File: src/design/mgvu_pkg.sv
// types, constants and helpers for the multi-guest virtual uart console
// no dependencies; imported by multi_guest_virtual_uart_console_top
package mgvu_pkg;

    localparam int NUM_GUESTS  = 8;
    localparam int RING_SLOTS  = 8;
    localparam int MAX_RESULTS = 3;

    localparam int GUEST_W    = 3;
    localparam int RING_AW    = $clog2(RING_SLOTS);
    localparam int RING_DEPTH = NUM_GUESTS * RING_SLOTS;
    localparam int RING_ADW   = $clog2(RING_DEPTH);
    localparam int CNT_W      = $clog2(MAX_RESULTS + 1);

    // status and mode bit positions
    localparam int BIT_URXDA   = 0;
    localparam int BIT_TRMT    = 8;
    localparam int BIT_UTXBF   = 9;
    localparam int BIT_UTXEN   = 10;
    localparam int BIT_MODE_ON = 15;

    localparam logic [7:0] CH_ESC        = 8'h05;
    localparam logic [7:0] CH_BELL       = 8'h07;
    localparam logic [7:0] CH_BS         = 8'h08;
    localparam logic [7:0] CH_TAB        = 8'h09;
    localparam logic [7:0] CH_LF         = 8'h0a;
    localparam logic [7:0] CH_CR         = 8'h0d;
    localparam logic [7:0] CH_ZERO       = 8'h30;
    localparam logic [7:0] CH_MASK7      = 8'h7f;
    localparam logic [7:0] CH_PRINT_MASK = 8'h60;

    // register offsets
    localparam logic [3:0] REG_MODE    = 4'd0;
    localparam logic [3:0] REG_MODECLR = 4'd1;
    localparam logic [3:0] REG_MODESET = 4'd2;
    localparam logic [3:0] REG_MODEINV = 4'd3;
    localparam logic [3:0] REG_STA     = 4'd4;
    localparam logic [3:0] REG_STACLR  = 4'd5;
    localparam logic [3:0] REG_STASET  = 4'd6;
    localparam logic [3:0] REG_STAINV  = 4'd7;
    localparam logic [3:0] REG_TXREG   = 4'd8;
    localparam logic [3:0] REG_RXREG   = 4'd9;

    // item kinds
    localparam logic [1:0] MODE_HOST_CHAR = 2'd0;
    localparam logic [1:0] MODE_REG_WRITE = 2'd1;
    localparam logic [1:0] MODE_REG_READ  = 2'd2;

    localparam logic IRQ_TX = 1'b0;
    localparam logic IRQ_RX = 1'b1;

    typedef enum logic [1:0] {
        ST_IDLE,
        ST_EXE,
        ST_EMIT
    } ctl_state_t;

    typedef struct packed {
        logic               handled;
        logic               pass_through;
        logic [31:0]        rdata;
        logic               out_char_valid;
        logic [7:0]         out_char;
        logic               irq_valid;
        logic               irq_kind;
        logic [GUEST_W-1:0] irq_guest;
        logic               host_wake;
        logic               last;
    } result_t;

    function automatic logic [RING_AW-1:0] ptr_inc(input logic [RING_AW-1:0] p);
        logic [RING_AW-1:0] r;
        if (p == RING_AW'(RING_SLOTS - 1))
            r = '0;
        else
            r = p + 1'b1;
        return r;
    endfunction

endpackage

File: src/design/multi_guest_virtual_uart_console_top.sv
// multi-guest virtual uart console: register emulation and host character routing
// depends on mgvu_pkg
//
// usage
//   input channel (in_valid / in_stall) carries one item: a host character, a guest
//   register write or a guest register read. output channel (out_valid / out_stall)
//   returns one to three result transfers per item, the final one flagged by last.
//   the user writes guest_present via cfg_we / cfg_wdata only while the block is idle; not enforced.
// timing
//   an item is taken in idle, the state memory and receive ring are read on that edge,
//   the next cycle computes and writes back, then one result per cycle is loaded into
//   the single output register, unless a stalled result is held there.
//   the next item is taken while the last result still waits in the output register.
// reset
//   asynchronous, active low: status and mode registers read zero, ring pointers,
//   target guest and escape flag clear, guest_present becomes 1. ring contents are
//   undefined but never read before written.
// stall
//   a stalled result holds in the output register; further results wait in the
//   result list and in_stall stays high until the last of them is loaded.
module multi_guest_virtual_uart_console_top
    import mgvu_pkg::*;
(
    input  logic               clk,
    input  logic               rst_n,

    input  logic               cfg_we,
    input  logic [7:0]         cfg_wdata,

    input  logic               in_valid,
    output logic               in_stall,
    input  logic [1:0]         mode,
    input  logic [GUEST_W-1:0] guest,
    input  logic [3:0]         reg_sel,
    input  logic [31:0]        wdata,

    output logic               out_valid,
    input  logic               out_stall,
    output logic               handled,
    output logic               pass_through,
    output logic [31:0]        rdata,
    output logic               out_char_valid,
    output logic [7:0]         out_char,
    output logic               irq_valid,
    output logic               irq_kind,
    output logic [GUEST_W-1:0] irq_guest,
    output logic               host_wake,
    output logic               last
);

    // memories
    logic [63:0] sm_mem   [NUM_GUESTS];
    logic [7:0]  ring_mem [RING_DEPTH];

    // control and state registers
    ctl_state_t          state_reg, state_next;
    logic [7:0]          guest_present_reg;
    logic [GUEST_W-1:0]  rx_target_reg, rx_target_next;
    logic                escape_pending_reg, escape_pending_next;
    logic [RING_AW-1:0]  rptr_reg [NUM_GUESTS];
    logic [RING_AW-1:0]  wptr_reg [NUM_GUESTS];
    logic [NUM_GUESTS-1:0] sm_valid_reg;

    // item and read data
    logic [1:0]          item_mode_reg;
    logic [3:0]          item_sel_reg;
    logic [31:0]         item_wdata_reg;
    logic                item_ok_reg;
    logic [GUEST_W-1:0]  sm_addr_reg;
    logic [63:0]         sm_rdata_reg;
    logic [7:0]          ring_rdata_reg;

    // result list and output register
    result_t             list_reg [MAX_RESULTS];
    logic [CNT_W-1:0]    cnt_reg;
    logic [CNT_W-1:0]    idx_reg, idx_next;
    result_t             out_reg;
    logic                out_valid_reg;

    // control
    logic                accept;
    logic                exe_go;
    logic                emit_fire;
    logic                emit_done;

    // accept-side addressing
    logic                in_ok;
    logic [GUEST_W-1:0]  tgt_eff;
    logic [GUEST_W-1:0]  acc_idx;
    logic [RING_ADW-1:0] ring_raddr;

    // execute-side
    logic [31:0]         stat_cur, mode_cur, stat_new, mode_new;
    logic [7:0]          c;
    logic [7:0]          digit;
    logic [RING_AW-1:0]  rp, wp;
    logic                full, nonempty;
    logic [RING_ADW-1:0] ring_waddr;
    logic                sm_we, ring_we, wptr_upd, rptr_upd, wake;
    result_t             list [MAX_RESULTS];
    logic [CNT_W-1:0]    n;
    result_t             blank;

    assign accept = in_valid && !in_stall;

    // ---------------- accept-side addressing ----------------
    always_comb
    begin
        in_ok   = 32'(guest) < NUM_GUESTS;
        tgt_eff = (32'(rx_target_reg) < NUM_GUESTS) ? rx_target_reg : '0;
        if (mode == MODE_HOST_CHAR)
            acc_idx = tgt_eff;
        else if (in_ok)
            acc_idx = guest;
        else
            acc_idx = '0;
        ring_raddr = RING_ADW'(32'(acc_idx) * RING_SLOTS + 32'(rptr_reg[acc_idx]));
    end

    // ---------------- execute ----------------
    always_comb
    begin
        blank      = '0;
        stat_cur   = sm_valid_reg[sm_addr_reg] ? sm_rdata_reg[31:0]  : '0;
        mode_cur   = sm_valid_reg[sm_addr_reg] ? sm_rdata_reg[63:32] : '0;
        c          = item_wdata_reg[7:0];
        digit      = c - CH_ZERO;
        rp         = rptr_reg[sm_addr_reg];
        wp         = wptr_reg[sm_addr_reg];
        full       = ptr_inc(wp) == rp;
        nonempty   = rp != wp;
        ring_waddr = RING_ADW'(32'(sm_addr_reg) * RING_SLOTS + 32'(wp));

        stat_new            = stat_cur;
        mode_new            = mode_cur;
        sm_we               = 1'b0;
        ring_we             = 1'b0;
        wptr_upd            = 1'b0;
        rptr_upd            = 1'b0;
        wake                = 1'b0;
        escape_pending_next = escape_pending_reg;
        rx_target_next      = rx_target_reg;
        n                   = '0;
        for (int i = 0; i < MAX_RESULTS; i++)
            list[i] = '0;

        case (item_mode_reg)
            MODE_HOST_CHAR:
            begin
                if (escape_pending_reg)
                begin
                    escape_pending_next = 1'b0;
                    if (32'(digit) < NUM_GUESTS)
                    begin
                        if (digit < 8'd8 && (digit == 8'd0 || guest_present_reg[digit[2:0]]))
                            rx_target_next = digit[GUEST_W-1:0];
                    end
                    else
                    begin
                        list[n]                = blank;
                        list[n].out_char_valid = 1'b1;
                        list[n].out_char       = CH_BELL;
                        n                      = n + 1'b1;
                    end
                end
                else if ((c & CH_MASK7) == CH_ESC)
                begin
                    escape_pending_next = 1'b1;
                end
                else
                begin
                    if (full)
                    begin
                        list[n].out_char_valid = 1'b1;
                        list[n].out_char       = CH_BELL;
                        n                      = n + 1'b1;
                    end
                    else
                    begin
                        ring_we  = 1'b1;
                        wptr_upd = 1'b1;
                    end
                    stat_new[BIT_URXDA] = 1'b1;
                    sm_we               = 1'b1;
                    if (sm_addr_reg == '0)
                    begin
                        if (c == CH_CR)
                        begin
                            list[n].out_char_valid = 1'b1;
                            list[n].out_char       = CH_LF;
                            n                      = n + 1'b1;
                        end
                        if ((|(c & CH_PRINT_MASK)) || c == CH_CR || c == CH_TAB
                            || c == CH_BELL || c == CH_BS)
                        begin
                            list[n].out_char_valid = 1'b1;
                            list[n].out_char       = c;
                            n                      = n + 1'b1;
                        end
                        wake = 1'b1;
                    end
                    else
                    begin
                        list[n].irq_valid = 1'b1;
                        list[n].irq_kind  = IRQ_RX;
                        list[n].irq_guest = sm_addr_reg;
                        n                 = n + 1'b1;
                    end
                end
            end
            MODE_REG_WRITE:
            begin
                n               = CNT_W'(1);
                list[0].handled = 1'b1;
                if (item_sel_reg == REG_TXREG)
                begin
                    list[0].out_char_valid = 1'b1;
                    list[0].out_char       = item_wdata_reg[7:0];
                end
                if (item_ok_reg)
                begin
                    case (item_sel_reg)
                        REG_MODE:    mode_new = item_wdata_reg;
                        REG_MODECLR: mode_new = mode_cur & ~item_wdata_reg;
                        REG_MODESET: mode_new = mode_cur | item_wdata_reg;
                        REG_MODEINV: mode_new = mode_cur ^ item_wdata_reg;
                        REG_STA:     stat_new = item_wdata_reg;
                        REG_STACLR:  stat_new = stat_cur & ~item_wdata_reg;
                        REG_STASET:  stat_new = stat_cur | item_wdata_reg;
                        REG_STAINV:  stat_new = stat_cur ^ item_wdata_reg;
                        default:     ;
                    endcase
                    sm_we = 1'b1;
                    if (stat_new[BIT_UTXEN] && mode_new[BIT_MODE_ON])
                    begin
                        list[0].irq_valid = 1'b1;
                        list[0].irq_kind  = IRQ_TX;
                        list[0].irq_guest = sm_addr_reg;
                    end
                end
            end
            MODE_REG_READ:
            begin
                n = CNT_W'(1);
                case (item_sel_reg)
                    REG_RXREG:
                    begin
                        list[0].handled = 1'b1;
                        if (item_ok_reg)
                        begin
                            if (nonempty)
                            begin
                                list[0].rdata = {24'd0, ring_rdata_reg};
                                rptr_upd      = 1'b1;
                            end
                            // ring empty once this pop is done
                            if (!nonempty || ptr_inc(rp) == wp)
                            begin
                                stat_new[BIT_URXDA] = 1'b0;
                                sm_we               = 1'b1;
                            end
                        end
                    end
                    REG_STA:
                    begin
                        list[0].handled = 1'b1;
                        if (item_ok_reg)
                        begin
                            list[0].rdata            = stat_cur;
                            list[0].rdata[BIT_UTXBF] = 1'b0;
                            list[0].rdata[BIT_URXDA] = nonempty;
                        end
                        list[0].rdata[BIT_TRMT] = 1'b1;
                    end
                    REG_MODE:
                    begin
                        list[0].handled = 1'b1;
                        list[0].rdata   = item_ok_reg ? mode_cur : '0;
                    end
                    REG_MODECLR, REG_MODESET, REG_MODEINV,
                    REG_STACLR, REG_STASET, REG_STAINV:
                    begin
                        // alias read: nothing returned
                    end
                    default:
                    begin
                        list[0].pass_through = 1'b1;
                    end
                endcase
            end
            default:
            begin
            end
        endcase

        if (n == '0)
            n = CNT_W'(1);
        list[n - 1'b1].last      = 1'b1;
        list[n - 1'b1].host_wake = wake;
    end

    // ---------------- control fsm ----------------
    always_comb
    begin
        state_next = state_reg;
        unique case (state_reg)
            ST_IDLE: if (in_valid) state_next = ST_EXE;
            ST_EXE:  state_next = ST_EMIT;
            ST_EMIT: if (emit_done) state_next = ST_IDLE;
            default: state_next = ST_IDLE;
        endcase
    end

    always_comb
    begin
        in_stall  = 1'b1;
        exe_go    = 1'b0;
        emit_fire = 1'b0;
        unique case (state_reg)
            ST_IDLE: in_stall = 1'b0;
            ST_EXE:  exe_go = 1'b1;
            ST_EMIT: emit_fire = !out_valid_reg || !out_stall;
            default: ;
        endcase
        emit_done = emit_fire && (idx_reg == cnt_reg - 1'b1);
        idx_next  = emit_done ? '0 : idx_reg + 1'b1;
    end

    always_ff @(posedge clk or negedge rst_n)
    begin
        if (!rst_n)
        begin
            state_reg          <= ST_IDLE;
            guest_present_reg  <= 8'd1;
            rx_target_reg      <= '0;
            escape_pending_reg <= 1'b0;
            sm_valid_reg       <= '0;
            idx_reg            <= '0;
            cnt_reg            <= '0;
            out_valid_reg      <= 1'b0;
            for (int i = 0; i < NUM_GUESTS; i++)
            begin
                rptr_reg[i] <= '0;
                wptr_reg[i] <= '0;
            end
        end
        else
        begin
            state_reg <= state_next;
            if (cfg_we)
                guest_present_reg <= cfg_wdata;
            if (exe_go)
            begin
                rx_target_reg      <= rx_target_next;
                escape_pending_reg <= escape_pending_next;
                cnt_reg            <= n;
                if (sm_we)
                    sm_valid_reg[sm_addr_reg] <= 1'b1;
                if (wptr_upd)
                    wptr_reg[sm_addr_reg] <= ptr_inc(wp);
                if (rptr_upd)
                    rptr_reg[sm_addr_reg] <= ptr_inc(rp);
            end
            if (emit_fire)
                idx_reg <= idx_next;
            if (emit_fire)
                out_valid_reg <= 1'b1;
            else if (!out_stall)
                out_valid_reg <= 1'b0;
        end
    end

    // payload registers
    always_ff @(posedge clk)
    begin
        if (accept)
        begin
            item_mode_reg  <= mode;
            item_sel_reg   <= reg_sel;
            item_wdata_reg <= wdata;
            item_ok_reg    <= in_ok;
            sm_addr_reg    <= acc_idx;
        end
        if (exe_go)
        begin
            for (int i = 0; i < MAX_RESULTS; i++)
                list_reg[i] <= list[i];
        end
        if (emit_fire)
            out_reg <= list_reg[idx_reg];
    end

    // state memory: {mode, status} per guest
    always_ff @(posedge clk)
    begin
        if (exe_go && sm_we)
            sm_mem[sm_addr_reg] <= {mode_new, stat_new};
        if (accept)
            sm_rdata_reg <= sm_mem[acc_idx];
    end

    // receive rings
    always_ff @(posedge clk)
    begin
        if (exe_go && ring_we)
            ring_mem[ring_waddr] <= c;
        if (accept)
            ring_rdata_reg <= ring_mem[ring_raddr];
    end

    assign out_valid      = out_valid_reg;
    assign handled        = out_reg.handled;
    assign pass_through   = out_reg.pass_through;
    assign rdata          = out_reg.rdata;
    assign out_char_valid = out_reg.out_char_valid;
    assign out_char       = out_reg.out_char;
    assign irq_valid      = out_reg.irq_valid;
    assign irq_kind       = out_reg.irq_kind;
    assign irq_guest      = out_reg.irq_guest;
    assign host_wake      = out_reg.host_wake;
    assign last           = out_reg.last;

`ifndef NO_ASSERTIONS
    a_accept_to_exe: assert property (@(posedge clk) disable iff (!rst_n)
        accept |=> state_reg == ST_EXE)
        else $error("accepted item did not move to execute");

    a_emit_bounds: assert property (@(posedge clk) disable iff (!rst_n)
        state_reg == ST_EMIT |-> (cnt_reg != '0 && idx_reg < cnt_reg))
        else $error("result index outside the result list");

    a_last_on_final: assert property (@(posedge clk) disable iff (!rst_n)
        emit_fire |-> (list_reg[idx_reg].last == emit_done))
        else $error("last flag not on the final result");

    a_no_overfill: assert property (@(posedge clk) disable iff (!rst_n)
        (exe_go && ring_we) |-> !full)
        else $error("receive ring written while full");

    a_done_to_idle: assert property (@(posedge clk) disable iff (!rst_n)
        emit_done |=> (state_reg == ST_IDLE && out_valid_reg))
        else $error("item not finished after final result");
`endif

endmodule
File: config.mk
export PLATFORM = sky130hd
export DESIGN_NAME = multi_guest_virtual_uart_console_top
export DESIGN_NICKNAME = d
export VERILOG_FILES = /design/src/design/mgvu_pkg.sv /design/src/design/multi_guest_virtual_uart_console_top.sv
export SDC_FILE = /design/constraint.sdc
export NUM_CORES = 2
export LEC_CHECK = 0
export ABC_CLOCK_PERIOD_IN_PS = 8600
export BUFFER_PORTS_ARGS = -buffer_cell sky130_fd_sc_hd__buf_4
export CORE_MARGIN = 2
export CORE_UTILIZATION = 50
export CTS_BUF_LIST = sky130_fd_sc_hd__clkbuf_4 sky130_fd_sc_hd__clkbuf_8
export CTS_CLUSTER_SIZE = 30
export DETAILED_ROUTE_END_ITERATION = 6
export PLACE_DENSITY = 0.71
export SYNTH_ARGS = -nofsm -noshare
export SYNTH_HDL_FRONTEND = slang
export SYNTH_SLANG_ARGS = --single-unit
File: constraint.sdc
create_clock -name clk -period 8.6 [get_ports clk]
set_clock_uncertainty 0.2 [all_clocks]
set_input_delay 1.72 -clock clk [delete_from_list [all_inputs] [get_ports clk]]
set_output_delay 1.72 -clock clk [all_outputs]
set_load 0.01 [all_outputs]
==> impl_metrics.ini <==
[die]
die_w_um = 339
row_count = 123
io_pins = 106
initial_core_util = 0.502
dieArea_um2 = 115000
die_height_um = 339
core_um2 = 112000

[placement]
dp_hpwl_mm = 79.7
placedCellCount = 5614
dp_worst_setup_slack_ns = 1.79
port_buffers = 104
place_congestion = 0.844

[logic_synthesis]
yosysSeqAreaShare = 0.692
synth_cell_types = 76
synth_seq_cells = 1310
synth_fp_nets = 4366
synth_area_um2 = 56300
synth-async-reset-ratio = 0.0565
synthCells = 4177
synth_edf_count = 1236
avgSynthCellArea_um2 = 13.5
ys.flop_type = edfxtp_1
yosysWarnings = 0

[cells_and_area]
fin_util = 0.560
drive_gt1_frac = 0.143
area_growth_pct = 11.5
fin_nets = 4513
largest_reg_flops = 512
instances_no_fill = 5991

[routing]
drt_wl_total_mm = 139
drc = 4
dr.pass1.iters = 7
vias = 34800
wl_per_cell_um = 23.2
postRouteAntennaNets = 0
viasPerCell = 5.82
drt_iter0_markers = 4319

[power]
power.share.switching = 0.284
p_int_w = 0.0114
ir_worst_vdd_v = 0.000156
total_power_w = 0.0159
switching_power_w = 0.00451
combPwrFrac = 0.168
p_seq_frac = 0.504
power_density_nw_per_um2 = 253
power.leakage_nw = 23.9
pwr-share-clk = 0.328

[run]
drv_cap = 0

[hold_path]
hp-class = reg -> reg
hold_depth = 1

[global_route]
grt_pass1_vias = 34300
antenna_found_initial = 3
gr-usage-met2 = 0.387
grt_max_degree = 186
use_met3 = 0.0418
grt_first_pass_wirelength_mm = 209
track_usage = 0.239
grt.overflow.total = 0
grt.busiest_layer = met2
grt_use_met1 = 0.331

[sta]
fin_crit_ns = 6.27
rsz0062_at_grt = no
final_hold_viol_count = 0
setup_viol = 0
setup_slack_ns = 2.33
relSlewSlack = 0.193
fin_crit_sh = 0.730
finalMaxSlewViolations = 0
tightest_slew_ns = 1.21
fmax_ghz = 0.159
finalSetupTns_ns = 0

[cts]
root_buffer = clkbuf_8
cts-buffers-inserted = 208
cts_tree = yes
htreeDepth = 4
clock_latency_ns = 0.89
cts_resized = 0
cts.clk_slew.worst_paths_ns = 0.06
cts_hold_buf = 0
cts_setup_buffers = 0
clk_path_buf_depth = 3
cts_sinks = 1310

[run_status]
outcome = finished with violations
violations = design-rule violations

[worst_setup_path]
cp_data_arrival_time_ns = 6.55
crit_fanout = 16
cp.required_ns = 8.88
crit_path_end_kind = flop
critPathLaunchType = flop
crit_type = reg -> reg
reg2regPathDepth = 13
## stage by stage
step | hold WS [ns] | area (µm²)
finish | 0.269 | 62700
global route | 0.294 | 62700
CTS | 0.267 | 62700
detailed placement | 0.252 | 58600
global placement | 0.247 | 58600
floorplan | 0.234 | 56300
## layer usage
metal,share of wire,vias to the layer above
met5,0.00019,-
met4,0.025,4
met3,0.085,259
met2,0.48,1610
met1,0.41,17300
li1,-,15700
## placed cells by master (no fill, tap or decap), types with 35 or more instances in the layout
cell type,count
a21oi_1,124
o21ai_0,154
inv_1,132
mux2_2,59
clkbuf_8,216
a22oi_1,105
dfrtp_1,74
clkinv_1,53
a222oi_1,35
nand3_1,344
nor2_1,151
mux2i_1,308
buf_4,174
edfxtp_1,1236
and2_1,50
clkbuf_4,68
ha_1,135
nand2_1,790
## Yosys cell counts, types with 5 or more instances
master,number,area share
o31a_1,8,0.0012
clkbuf_1,152,0.010
nor3_2,6,0.0011
edfxtp_1,1236,0.66
xnor2_1,8,0.0012
inv_1,133,0.0089
mux2i_1,308,0.055
a21oi_1,124,0.011
mux2_2,59,0.012
nor2_1,156,0.010
o21ai_0,155,0.014
a211oi_1,6,0.00080
nand4_1,7,0.00078
and3_1,9,0.0010
o22ai_1,5,0.00056
buf_2,38,0.0034
a32o_1,9,0.0016
nand2_1,791,0.053
ha_1,135,0.030
buf_6,8,0.0016
nand2b_1,7,0.00078
or2_1,8,0.00089
a222oi_1,35,0.0062
a22oi_1,105,0.014
nor3_1,27,0.0024
nand2_2,6,0.00067
buf_4,10,0.0013
nor2b_1,12,0.0013
o31ai_1,8,0.0011
and2_1,50,0.0056
dfrtp_1,74,0.033
a22o_1,7,0.0011
mux4_2,25,0.010
buf_1,34,0.0023
nand3_1,344,0.031
## power groups by stage
stage	clock, W	combinational, W	sequential [W]
floorplan	0	0.00157	0.00815
global placement	0	0.00254	0.00812
detailed placement	0	0.00264	0.00813
CTS	0.00528	0.00265	0.00800
global route	0.00555	0.00289	0.00804
finish	0.00521	0.00266	0.00801
## critical path: stages, from the launching register on
cell	delay (ns)
edfxtp_1	0.65
buf_4	0.30
inv_2	0.37
nor2_1	0.26
a22o_1	0.27
nor3_4	0.39
inv_1	0.14
ha_1	0.23
xnor2_2	0.45
xnor2_1	0.12
nand3_1	0.34
and3_1	0.81
nand3_1	0.57
nor2_1	0.75
## path summary, 6_finish.rpt
check,startpoint,end,slack (ns)
hold reg to reg,sm_valid_reg[0],sm_valid_reg[0],0.27
min in group asynchronous,rst_n,rx_target_reg[1],0.80
setup reg to reg,sm_addr_reg[0],ring_mem[40][2],2.33
setup / recovery,sm_addr_reg[0],ring_mem[40][2],2.33
max in group asynchronous,rst_n,wptr_reg[10],6.74
hold / removal,sm_valid_reg[0],sm_valid_reg[0],0.27
## cell families (layout without fill, tap and decap cells)
family          count (synthesis)  after routing  share of synthesized area
fa+ha+maj                     135            135                     0.0300
mux                           398            398                     0.0782
buf+inv                       380            693                     0.0283
flops                        1310           1310                      0.692
simple gates                 1454           1454                      0.113
other cells                     0              1                          0
compound gates                489            489                     0.0562
xor+xnor                       11             11                    0.00185
## area by class of cell
class	instances	area [µm²]
antenna	1	2.50
clock buffer	284	3480
clock inverter	92	599
fill	8924	49300
inverter	137	526
multi-input combinational	2487	15900
sequential	1310	39000
tap	1500	1880
timing repair buffer	180	1430
Power figures use the tool's default switching activity.
